**config.mk**
```make
export PLATFORM = sky130hd
export DESIGN_NAME = press_hold_index_navigator
export DESIGN_NICKNAME = d
export VERILOG_FILES = /design/src/design/phin_pkg.sv /design/src/design/phin_in_stage.sv /design/src/design/phin_core.sv /design/src/design/phin_out_stage.sv /design/src/design/press_hold_index_navigator.sv
export SDC_FILE = /design/constraint.sdc
export NUM_CORES = 1
export LEC_CHECK = 0
export BUFFER_PORTS_ARGS = -buffer_cell sky130_fd_sc_hd__buf_2
export CAP_MARGIN = 10
export CORE_ASPECT_RATIO = 0.6
export CORE_MARGIN = 3
export CORE_UTILIZATION = 35
export CTS_BUF_LIST = sky130_fd_sc_hd__clkbuf_8
export DETAILED_ROUTE_END_ITERATION = 10
export GPL_ROUTABILITY_DRIVEN = 0
export GPL_TIMING_DRIVEN = 0
export PLACE_DENSITY = 0.59
export SYNTH_ARGS = -nofsm -noshare
export SYNTH_HDL_FRONTEND = slang
export SYNTH_SLANG_ARGS = --single-unit
```
**constraint.sdc**
```tcl
create_clock -name clock -period 15.1 [get_ports clock]
set_input_delay 3.775 -clock clock [delete_from_list [all_inputs] [get_ports clock]]
set_output_delay 3.775 -clock clock [all_outputs]
set_load 0.02 [all_outputs]
```
**src/design/phin_pkg.sv**
```systemverilog
// Shared types, field widths and codes for the press-and-hold index navigator.
// No dependencies; every other design file imports this package.
`default_nettype none

package phin_pkg;

   localparam int MaxEntries  = 64;
   localparam int IndexBits   = 6;
   localparam int CountBits   = 7;
   localparam int TimeBits    = 32;
   localparam int MsBits      = 16;
   localparam int CsrIdxBits  = 2;
   localparam int CsrDataBits = 16;

   localparam logic [CountBits-1:0] MaxCount = CountBits'(MaxEntries);

   // Opcodes of an input transaction.
   localparam logic [1:0] OP_PRESS   = 2'd0;
   localparam logic [1:0] OP_RELEASE = 2'd1;
   localparam logic [1:0] OP_TICK    = 2'd2;

   // Hold actions.
   localparam logic [1:0] ACT_NONE = 2'd0;
   localparam logic [1:0] ACT_NEXT = 2'd1;
   localparam logic [1:0] ACT_PREV = 2'd2;
   localparam logic [1:0] ACT_JUMP = 2'd3;

   localparam logic [1:0] SRC_NONE = 2'd0;

   // Configuration register indexes.
   localparam logic [CsrIdxBits-1:0] CSR_ENTRY_COUNT    = 2'd0;
   localparam logic [CsrIdxBits-1:0] CSR_HOLD_THRESHOLD = 2'd1;
   localparam logic [CsrIdxBits-1:0] CSR_COOLDOWN       = 2'd2;

   localparam logic [MsBits-1:0] THRESHOLD_RESET = 16'd500;
   localparam logic [MsBits-1:0] COOLDOWN_RESET  = 16'd300;

   typedef logic [TimeBits-1:0] time_type;

   typedef struct packed {
      logic [1:0]           opcode;
      logic [1:0]           hold_kind;
      logic [1:0]           press_source;
      logic [IndexBits-1:0] jump_index;
   } req_type;

   typedef struct packed {
      logic [IndexBits-1:0] current_index;
      logic                 load_now;
      logic [1:0]           held_kind;
      logic [MsBits-1:0]    hold_elapsed_ms;
   } rsp_type;

   // Control from the input stage to the core.
   typedef struct packed {
      logic    valid;
      logic    advance;
      req_type req;
   } stage_type;

endpackage

`default_nettype wire

```
**src/design/phin_in_stage.sv**
```systemverilog
// Input register of the navigator: holds one accepted transaction until the
// core can pass its result on. Depends on phin_pkg.
`default_nettype none

module phin_in_stage (
   input  wire logic             clock,
   input  wire logic             reset,
   input  wire logic             req_valid,
   output logic                  req_ready,
   input  wire phin_pkg::req_type req_in,
   input  wire logic             out_free,
   output phin_pkg::stage_type   stage
);
   import phin_pkg::*;

   logic    valid_ff;
   logic    valid_in;
   req_type req_ff;
   logic    advance;

   assign advance   = valid_ff && out_free;
   assign req_ready = !valid_ff || advance;

   always_comb begin
      valid_in = valid_ff;
      if (req_valid && req_ready) begin
         valid_in = 1'b1;
      end else if (advance) begin
         valid_in = 1'b0;
      end
   end

   always_ff @(posedge clock) begin
      if (reset) begin
         valid_ff <= 1'b0;
      end else begin
         valid_ff <= valid_in;
      end
   end

   always_ff @(posedge clock) begin
      if (req_valid && req_ready) begin
         req_ff <= req_in;
      end
   end

   assign stage.valid   = valid_ff;
   assign stage.advance = advance;
   assign stage.req     = req_ff;

endmodule

`default_nettype wire

```
**src/design/phin_core.sv**
```systemverilog
// Navigator state, configuration registers and the per-transaction update.
// Depends on phin_pkg.
`default_nettype none

module phin_core (
   input  wire logic                             clock,
   input  wire logic                             reset,
   input  wire logic                             csr_wr_en,
   input  wire logic [phin_pkg::CsrIdxBits-1:0]  csr_index,
   input  wire logic [phin_pkg::CsrDataBits-1:0] csr_wdata,
   input  wire phin_pkg::stage_type              stage,
   output phin_pkg::rsp_type                     result
);
   import phin_pkg::*;

   logic [CountBits-1:0] entry_count_ff;
   logic [MsBits-1:0]    threshold_ff;
   logic [MsBits-1:0]    cooldown_ff;

   time_type             time_now_ff,     time_now_in;
   time_type             last_action_ff,  last_action_in;
   time_type             hold_start_ff,   hold_start_in;
   logic                 action_seen_ff,  action_seen_in;
   logic [1:0]           held_action_ff,  held_action_in;
   logic [1:0]           held_source_ff,  held_source_in;
   logic [IndexBits-1:0] held_target_ff,  held_target_in;
   logic [IndexBits-1:0] sel_ff,          sel_in;

   logic [CountBits-1:0] eff_count;
   logic                 has_entries;
   logic                 can_next;
   logic                 can_prev;
   logic                 can_jump_req;
   logic                 can_jump_held;
   time_type             time_tick;
   logic                 cooling;
   logic                 repeat_hold;
   logic                 kind_ok;
   logic                 fire;
   logic                 load;
   time_type             elapsed;
   req_type              req;

   assign req = stage.req;

   always_comb begin
      eff_count     = (entry_count_ff > MaxCount) ? MaxCount : entry_count_ff;
      has_entries   = (eff_count != '0);
      can_next      = has_entries && (({1'b0, sel_ff} + CountBits'(1)) < eff_count);
      can_prev      = has_entries && (sel_ff != '0);
      can_jump_req  = has_entries && ({1'b0, req.jump_index} < eff_count)
                      && (req.jump_index != sel_ff);
      can_jump_held = has_entries && ({1'b0, held_target_ff} < eff_count)
                      && (held_target_ff != sel_ff);
      time_tick     = time_now_ff + TimeBits'(1);
      // The cooldown distance wraps with the clock.
      cooling       = action_seen_ff
                      && ((time_now_ff - last_action_ff) < TimeBits'(cooldown_ff));
      repeat_hold   = (held_action_ff == req.hold_kind) && (held_source_ff == req.press_source)
                      && ((req.hold_kind != ACT_JUMP) || (held_target_ff == req.jump_index));
      fire          = (held_action_ff != ACT_NONE)
                      && ((time_tick - hold_start_ff) >= TimeBits'(threshold_ff));

      case (req.hold_kind)
         ACT_NEXT: kind_ok = can_next;
         ACT_PREV: kind_ok = can_prev;
         ACT_JUMP: kind_ok = can_jump_req;
         default:  kind_ok = 1'b0;
      endcase

      time_now_in    = time_now_ff;
      last_action_in = last_action_ff;
      hold_start_in  = hold_start_ff;
      action_seen_in = action_seen_ff;
      held_action_in = held_action_ff;
      held_source_in = held_source_ff;
      held_target_in = held_target_ff;
      sel_in         = sel_ff;
      load           = 1'b0;

      case (req.opcode)
         OP_PRESS: begin
            if (kind_ok && !cooling && !repeat_hold) begin
               held_action_in = req.hold_kind;
               held_source_in = req.press_source;
               held_target_in = (req.hold_kind == ACT_JUMP) ? req.jump_index : '0;
               hold_start_in  = time_now_ff;
            end
         end
         OP_RELEASE: begin
            if (held_source_ff == req.press_source) begin
               held_action_in = ACT_NONE;
               held_source_in = SRC_NONE;
               held_target_in = '0;
            end
         end
         OP_TICK: begin
            time_now_in = time_tick;
            if (fire) begin
               held_action_in = ACT_NONE;
               held_source_in = SRC_NONE;
               held_target_in = '0;
               last_action_in = time_tick;
               action_seen_in = 1'b1;
               case (held_action_ff)
                  ACT_NEXT: begin
                     if (can_next) begin
                        sel_in = sel_ff + IndexBits'(1);
                        load   = 1'b1;
                     end
                  end
                  ACT_PREV: begin
                     if (can_prev) begin
                        sel_in = sel_ff - IndexBits'(1);
                        load   = 1'b1;
                     end
                  end
                  ACT_JUMP: begin
                     if (can_jump_held) begin
                        sel_in = held_target_ff;
                        load   = 1'b1;
                     end
                  end
                  default: ;
               endcase
            end
         end
         default: ;
      endcase

      elapsed = time_now_in - hold_start_in;
      result.current_index = sel_in;
      result.load_now      = load;
      result.held_kind     = held_action_in;
      if (held_action_in == ACT_NONE) begin
         result.hold_elapsed_ms = '0;
      end else if (elapsed > TimeBits'({MsBits{1'b1}})) begin
         result.hold_elapsed_ms = '1;
      end else begin
         result.hold_elapsed_ms = elapsed[MsBits-1:0];
      end
   end

   always_ff @(posedge clock) begin
      if (reset) begin
         entry_count_ff <= '0;
         threshold_ff   <= THRESHOLD_RESET;
         cooldown_ff    <= COOLDOWN_RESET;
      end else if (csr_wr_en) begin
         case (csr_index)
            CSR_ENTRY_COUNT:    entry_count_ff <= csr_wdata[CountBits-1:0];
            CSR_HOLD_THRESHOLD: threshold_ff   <= csr_wdata[MsBits-1:0];
            CSR_COOLDOWN:       cooldown_ff    <= csr_wdata[MsBits-1:0];
            default: ;
         endcase
      end
   end

   always_ff @(posedge clock) begin
      if (reset) begin
         time_now_ff    <= '0;
         last_action_ff <= '0;
         hold_start_ff  <= '0;
         action_seen_ff <= 1'b0;
         held_action_ff <= ACT_NONE;
         held_source_ff <= SRC_NONE;
         held_target_ff <= '0;
         sel_ff         <= '0;
      end else if (stage.advance) begin
         time_now_ff    <= time_now_in;
         last_action_ff <= last_action_in;
         hold_start_ff  <= hold_start_in;
         action_seen_ff <= action_seen_in;
         held_action_ff <= held_action_in;
         held_source_ff <= held_source_in;
         held_target_ff <= held_target_in;
         sel_ff         <= sel_in;
      end
   end

endmodule

`default_nettype wire

```
**src/design/phin_out_stage.sv**
```systemverilog
// Result register of the navigator: keeps a finished result until the
// consumer takes it. Depends on phin_pkg.
`default_nettype none

module phin_out_stage (
   input  wire logic                          clock,
   input  wire logic                          reset,
   input  wire phin_pkg::stage_type           stage,
   input  wire phin_pkg::rsp_type             result,
   output logic                               out_free,
   output logic                               rsp_valid,
   input  wire logic                          rsp_ready,
   output logic [phin_pkg::IndexBits-1:0]     rsp_current_index,
   output logic                               rsp_load_now,
   output logic [1:0]                         rsp_held_kind,
   output logic [phin_pkg::MsBits-1:0]        rsp_hold_elapsed_ms
);
   import phin_pkg::*;

   logic    valid_ff;
   logic    valid_in;
   rsp_type rsp_ff;

   assign out_free = !valid_ff || rsp_ready;

   always_comb begin
      valid_in = valid_ff;
      if (stage.advance) begin
         valid_in = 1'b1;
      end else if (rsp_ready) begin
         valid_in = 1'b0;
      end
   end

   always_ff @(posedge clock) begin
      if (reset) begin
         valid_ff <= 1'b0;
      end else begin
         valid_ff <= valid_in;
      end
   end

   always_ff @(posedge clock) begin
      if (stage.advance) begin
         rsp_ff <= result;
      end
   end

   assign rsp_valid           = valid_ff;
   assign rsp_current_index   = rsp_ff.current_index;
   assign rsp_load_now        = rsp_ff.load_now;
   assign rsp_held_kind       = rsp_ff.held_kind;
   assign rsp_hold_elapsed_ms = rsp_ff.hold_elapsed_ms;

endmodule

`default_nettype wire

```
**src/design/press_hold_index_navigator.sv**
```systemverilog
// Press-and-hold navigator over up to 64 entries. Each request transaction is a
// press, a release or a one millisecond tick, and gives exactly one response
// transaction with the selected index, a load strobe, the held action and the
// time held so far. The block takes one transaction per clock; an accepted
// transaction waits in the input register, then the whole update runs in one
// pass of logic into the result register. Throughput drops below one per clock
// only when rsp_ready stalls the result register. Configuration writes are
// taken at any time but must only be made while no transaction is in flight.
// Depends on phin_pkg, phin_in_stage, phin_core and phin_out_stage.
`default_nettype none

module press_hold_index_navigator (
   input  wire logic                             clock,
   input  wire logic                             reset,
   input  wire logic                             req_valid,
   output logic                                  req_ready,
   input  wire logic [1:0]                       req_opcode,
   input  wire logic [1:0]                       req_hold_kind,
   input  wire logic [1:0]                       req_press_source,
   input  wire logic [phin_pkg::IndexBits-1:0]   req_jump_index,
   output logic                                  rsp_valid,
   input  wire logic                             rsp_ready,
   output logic [phin_pkg::IndexBits-1:0]        rsp_current_index,
   output logic                                  rsp_load_now,
   output logic [1:0]                            rsp_held_kind,
   output logic [phin_pkg::MsBits-1:0]           rsp_hold_elapsed_ms,
   input  wire logic                             csr_wr_en,
   input  wire logic [phin_pkg::CsrIdxBits-1:0]  csr_index,
   input  wire logic [phin_pkg::CsrDataBits-1:0] csr_wdata
);
   import phin_pkg::*;

   req_type   req_in;
   stage_type stage;
   rsp_type   result;
   logic      out_free;

   assign req_in.opcode       = req_opcode;
   assign req_in.hold_kind    = req_hold_kind;
   assign req_in.press_source = req_press_source;
   assign req_in.jump_index   = req_jump_index;

   phin_in_stage u_in_stage (
      .clock     (clock),
      .reset     (reset),
      .req_valid (req_valid),
      .req_ready (req_ready),
      .req_in    (req_in),
      .out_free  (out_free),
      .stage     (stage)
   );

   phin_core u_core (
      .clock     (clock),
      .reset     (reset),
      .csr_wr_en (csr_wr_en),
      .csr_index (csr_index),
      .csr_wdata (csr_wdata),
      .stage     (stage),
      .result    (result)
   );

   phin_out_stage u_out_stage (
      .clock               (clock),
      .reset               (reset),
      .stage               (stage),
      .result              (result),
      .out_free            (out_free),
      .rsp_valid           (rsp_valid),
      .rsp_ready           (rsp_ready),
      .rsp_current_index   (rsp_current_index),
      .rsp_load_now        (rsp_load_now),
      .rsp_held_kind       (rsp_held_kind),
      .rsp_hold_elapsed_ms (rsp_hold_elapsed_ms)
   );

endmodule

`default_nettype wire

```
## Yosys cells after proc, flatten, opt, wreduce, memory -nomap -nowiden

Index checks and enable logic that the tools add are counted.

- RAM bits: 0
- Bits in registers: 191
- Bits in latches: 0
- Output and inout port bits: 27
- ROM bits: 0
- Memories: 0

- Divide/modulo/power cells: 0
- Multiply operators: 0
- Reductions and logical operators: 36
- Add/sub/neg operators: 7
- Mux-type cells: 33
- Shifts and indexed selects: 0
- Bitwise gates (word level): 0
- $lt $le $gt $ge: 7
- Equal/unequal tests: 19

Operator list:

| kind | number |
|---|---|
| two-way mux 32 bit | 3 |
| subtractor 32 bit | 3 |
| two-way mux 6 bit | 9 |
| one-hot mux 6 bit (3 select lines) | 2 |
| adder 32 x 1 -> 32 bit (second input constant) | 1 |
| >= comparator 32 x 16 -> 1 bit | 1 |
| greater-than comparator 32 x 16 -> 1 bit (second input constant) | 1 |
| less-than comparator 32 x 16 -> 1 bit | 1 |
| two-way mux 16 bit | 1 |
| logical AND 1 bit | 14 |
| less-than comparator 6 x 7 -> 1 bit | 2 |
| equality test 2 bit (second input constant) | 6 |
| two-way mux 2 bit | 6 |
| inequality test 6 bit | 2 |
| one-hot mux 2 bit (3 select lines) | 2 |
| equality test 2 x 1 -> 1 bit (second input constant) | 4 |
| AND reduction 2 bit | 4 |
| adder 6 x 1 -> 7 bit (second input constant) | 1 |
| greater-than comparator 7 bit (second input constant) | 1 |
| less-than comparator 7 bit | 1 |
| two-way mux 1 bit | 7 |
| two-way mux 7 bit | 1 |
| nonzero test 7 bit | 1 |
| adder 6 x 1 -> 6 bit (second input constant) | 1 |
| other kinds (14) | 27 |

## Logic depth before layout (Yosys ltp)

- Word-level depth: 13
- Depth in mapped cells: 38
- Mapped depth without buffers: 34

## Cells and area by module

From an unflattened synthesis, not the netlist that was laid out.

- Cells, all modules: 2243
- Area total of the unflattened synthesis: 17016.3 µm²

Modules (own cells, without submodules):

| module | cells each | times used | area an instance (µm²) |
|---|---|---|---|
| phin_core | 2194 | 1 | 15781.4 |
| phin_out_stage | 29 | 1 | 797.0 |
| phin_in_stage | 20 | 1 | 437.9 |

## Worst setup path after synthesis

Ideal clock, no wire load.

- Path kind: register to register
- From: register u_core.time_now_ff[0]
- To: register u_out_stage.rsp_ff, in the netlist u_out_stage.rsp_hold_elapsed_ms[10], data pin
- Data arrival time: 8.134 ns
- Stages on the path, launching flop included: 37
- Setup slack: 6.692 ns
- Path buffers: 5
- Path through: dfxtp_1 clkbuf_1 inv_1 ha_1 fa_1 nand2b_1 a21o_1 a211oi_1 a31oi_1 xnor2_1 ha_1 a21oi_1 nand2_1 a221oi_1 o2111ai_1 a2111oi_0 o211ai_1 or4_1 or4_1 buf_2 nand3_1 buf_2 mux2i_1 ha_1 clkbuf_1 a21oi_1 nand2_1 o211a_1 a41o_1 a31oi_1 a21oi_1 mux2i_1 nor4_1 nand4_1 nor3_1 clkbuf_1 a31oi_1

- Elaborated cells between the ends (all ways): 20
- Classes of those cells: add/sub (4); order compare (3); mux (7); reduce/logical (6)

RTL lines:

| item | line | source |
|---|---|---|
| from (decl) | phin_core.sv:20 | `time_type time_now_ff, time_now_in;` |
| from (signal assigned) | phin_core.sv:170 | `time_now_ff <= time_now_in;` |
| adder 32 x 1 -> 32 bit * | phin_core.sv:55 | `time_tick = time_now_ff + TimeBits'(1);` |
| net u_core.time_tick[0] | phin_core.sv:35 | `time_type time_tick;` |
| subtractor 32 bit | phin_core.sv:62 | `&& ((time_tick - hold_start_ff) >= TimeBits'(threshold_ff));` |
| >= comparator 32 x 16 -> 1 bit | phin_core.sv:62 |  |
| logical AND 1 bit | phin_core.sv:62 |  |
| two-way mux 2 bit | phin_core.sv:99 | `if (fire) begin` |
| one-hot mux 2 bit (3 select lines) | phin_core.sv:81 | `case (req.opcode)` |
| logical NOT 2 bit | phin_core.sv:135 | `if (held_action_in == ACT_NONE) begin` |
| to (signal assigned) | phin_out_stage.sv:45 | `rsp_ff <= result;` |
| to (decl) | phin_out_stage.sv:22 | `rsp_type rsp_ff;` |

Mark *: on every way through the listed nets, which the timed path passes. The rest lies on a longest branch.
A chain may end at the register's enable or synchronous reset.

## Worst setup path in the final report

- From: register u_core.time_now_ff[0]
- To: register u_out_stage.rsp_ff, in the netlist u_out_stage.rsp_hold_elapsed_ms[7], data pin

The elaborated chain is that of the path after synthesis.

==> reports/results.md <==
| Parameter | This run |
|---|---|
| Hold EP | u_core.threshold_ff[11] |
| Outcome | completed |
| ANT cells | 0 |
| Final setup violating endpoints | 0 |
| Effective utilization at floorplan | 0.3603 |
| Slowest stage delay, CP | 0.73 ns |
| Number of distinct library cells after synthesis | 83 |
| Vias in the first global route | 14.48k |
| Final-layout fill cell count | 4745 |
| Final non-filler cell area | 17890 um2 |
| Synthesized cell area | 16390 um2 |
| Mean Syn Cell Area | 7.900 um2 |
| CTS tree | yes |
| Signal arrival time at the worst endpoint | 11.72 ns |
| Final layout net count | 2344 |
| Max-capacitance violation count | 0 |
| Hold Crit Start | u_core.threshold_ff[11] |
| Worst-case vdd ir drop | 50.37 uV |
| Pre-Repair DR Iteration Count | 8 |
| Worst path required time | 15.31 ns |
| Die X-Extent | 285.4 um |
| Flop and latch count out of synthesis | 191 |
| Remaining number of nets flagged by the antenna check after routing | 0 |
| Most common library cell in the layout ignoring fill and taps | nand2_1 |
| Initial antenna violation count | 4 |
| Post-detailed-routing wire length | 59.19 mm |
| Number of gates resized after CTS | 0 |
| Worst setup EP type | flip-flop |
| Startpoint Class | flip-flop |
| Tightest slew margin relative to the limit | 0.09068 |
| R2R Path End | u_out_stage.rsp_hold_elapsed_ms[7] |
| Number of nets in the synthesized netlist | 2261 |
| Buffers inserted during post-CTS setup optimization | 0 |
| Cell type with the highest aggregate area in the netlist | dfxtp_1 |
| Cell Area, Placed | 17500 um2 |
| Power density over the cells | 57.84 nW/um2 |
| Worst reg2reg setup slack | 3.59 ns |
| H-tree lvl count | 4 |
| Synth top area cells | dfxtp_1, ha_1, edfxtp_1 |
| Pin count of the biggest net entering global routing | 35 |
| Iteration-0 DRC Markers | 2107 |
| Fraction of layout cells with a size suffix above 1 | 0.07186 |
| Global-route usage over all layers | 0.2325 |
| Critical path fanouts, max | 10 |
| Area of the die | 49550 um2 |
| Maximum frequency from static timing analysis | 86.86 MHz |
| Classification of the worst-slack hold path | reg -> reg |
| CTS clock-pin slew for the worst setup and hold paths | 0.11 ns |
| Hold Path Cell Cnt | 2 |
| Area Overhead vs Synth | 9.114% |
| Count of synthesis-stage warnings from yosys | 0 |
| Post-route clock period utilization | 0.7624 |
| Final Hold Vio Count | 0 |
| Global-route wire length before repair | 88.98 mm |
| Number of placed I/O pins | 62 |
| CP Launch Point | u_core.time_now_ff[0] |
| Core Box Area | 45490 um2 |
| Static leakage power | 0.007904 uW |
| Post-DR vias/cell | 5.863 |
| Overall via count from detail_route | 16.37k |
| Detailed-placement wirelength estimate | 48.25 mm |
| Slew Limit Fails | 0 |
| Global route overflow | 0 |
| IO buf count | 61 |
| Unrepaired setup endpoints after global routing | no |
| Hold Slack | 0.4636 ns |
| Max stage delay cell, worst path | o21ai_0 |
| Transition at the pin with the smallest max-transition slack | 1.352 ns |
| Start-to-end type of the worst setup path | reg -> reg |
| Post-synthesis instance total | 2075 |
| Top cell type's share of synthesized area | 0.1881 |
| Clk buf depth | 2 |
| TritonCTS Sinks | 191 |
| Most used cell, CP | a211oi_1 |
| Hold-fix buffers, CTS | 0 |
| Post-DR wirelength/cell | 21.21 um |
| Inserted Clock Buffers | 17 |
| Master cell of the clock root buffer | clkbuf_8 |
| Clock latency reported for the late side of the worst-skew pair | 0.54 ns |
| Reg area | 4194 um2 |
| Synth async-reset ratio | 0 |
| Top library cells by usage in the layout, fill and taps aside | nand2_1, dfxtp_1, a21oi_1, ha_1, nor2_1 |
| Critical register-to-register path startpoint | u_core.time_now_ff[0] |
| Post-Route Skew | 0.02596 ns |
| Fraction of the yosys area taken by sequential cells | 0.2559 |
| Most used flip-flop cell after synthesis | dfxtp_1 |
| Sum of negative setup slack | 0 ns |
| Min Tclk post-route | 11.51 ns |
| R2R depth | 35 |
| Row Count | 60 |
| Multi-input gate area | 11170 um2 |
| Residual DRC | 0 |
| Height of the chip | 173.6 um |
| EDFF count, synth | 37 |
report_power, final:
| part | total, uW | switching [uW] | internal, uW |
|---|---|---|---|
| logic | 147 | 97.4 | 49.2 |
| registers | 535 | 7.09 | 528 |
| clock network | 353 | 223 | 130 |
| total | 1030 | 327 | 707 |
metal layers:
| metal | wire, um | GRT usage |
|---|---|---|
| met5 | 264 | 0.03654 |
| met4 | 951 | 0.04770 |
| met3 | 8432 | 0.08739 |
| met2 | 20580 | 0.2745 |
| met1 | 28960 | 0.3741 |
cell families after synthesis:
logic type / synth area share
xor+xnor: 0.09572
fa+ha+maj: 0.1166
flops: 0.2559
buf+inv: 0.06335
simple gates: 0.1952
mux: 0.05816
compound gates: 0.2151
flip-flops by register name (all words and copies together) (netlist names), 6 cells and up:
| name | count |
|---|---|
| u_core.sel_ff | 6 |
| u_core.entry_count_ff | 7 |
| u_in_stage.stage | 12 |
| u_out_stage.rsp_current_index | 6 |
| u_out_stage.rsp_hold_elapsed_ms | 16 |
| u_core.last_action_ff | 32 |
| u_core.time_now_ff | 32 |
| u_core.threshold_ff | 16 |
| u_core.cooldown_ff | 16 |
| u_core.hold_start_ff | 32 |
| u_core.held_target_ff | 6 |
synthesized netlist by cell type (20+ instances only):
cell type,number
a211oi_1,48
a21o_1,51
a21oi_1,153
a31oi_1,30
and3_1,32
buf_2,20
clkbuf_1,95
dfxtp_1,154
edfxtp_1,37
ha_1,148
inv_1,124
mux2i_1,93
nand2_1,238
nand2b_1,29
nand3_1,43
nand4_1,34
nor2_1,139
nor3_1,59
o211ai_1,33
o21a_1,22
o21ai_0,89
xnor2_1,96
xor2_1,80
worst max-delay path, delay by kind of cell, from the launching register on:
| kind | cells | cell delay [ns] |
|---|---|---|
| XOR/XNOR | 2 | 0.40 |
| multiplexers | 1 | 0.18 |
| AO/OA/AOI/OAI | 13 | 3.83 |
| flip-flops | 1 | 0.40 |
| buffers and inverters | 6 | 1.86 |
| adder cells (fa/ha/maj) | 4 | 1.43 |
| AND/OR/NAND/NOR | 9 | 3.11 |
metrics by stage:
| stage | util | instances | total power (uW) | setup slack, ns |
|---|---|---|---|---|
| final | 0.3932 | 2791 | 1035 | 3.587 |
| after global placement | 0.3841 | 2756 | 683.0 | 3.438 |
| after CTS | 0.3932 | 2791 | 1033 | 3.924 |
| after floorplan | - | 2075 | 633.4 | 6.692 |
| after global routing | 0.3932 | 2791 | 1070 | 3.082 |
| after detailed placement | 0.3847 | 2759 | 687.4 | 4.022 |
worst max path at each step:
| stage | endpoint |
|---|---|
| after floorplan | u_out_stage.rsp_hold_elapsed_ms[10] |
| after global placement | u_out_stage.rsp_hold_elapsed_ms[8] |
| after detailed placement | u_out_stage.rsp_hold_elapsed_ms[7] |
| after CTS | u_out_stage.rsp_hold_elapsed_ms[7] |
| after global routing | u_out_stage.rsp_hold_elapsed_ms[8] |
| final | u_out_stage.rsp_hold_elapsed_ms[7] |
cell type report:
class | instances | area share
Clock buffer | 19 | 0.01462
Tap cell | 620 | 0.04337
Inverter | 126 | 0.02644
Multi-Input combinational cell | 1625 | 0.6243
Sequential cell | 191 | 0.2345
Clock inverter | 13 | 0.006786
Timing Repair Buffer | 64 | 0.01833
Buffer | 133 | 0.03169
No activity file was read; power rests on OpenSTA's default activity.
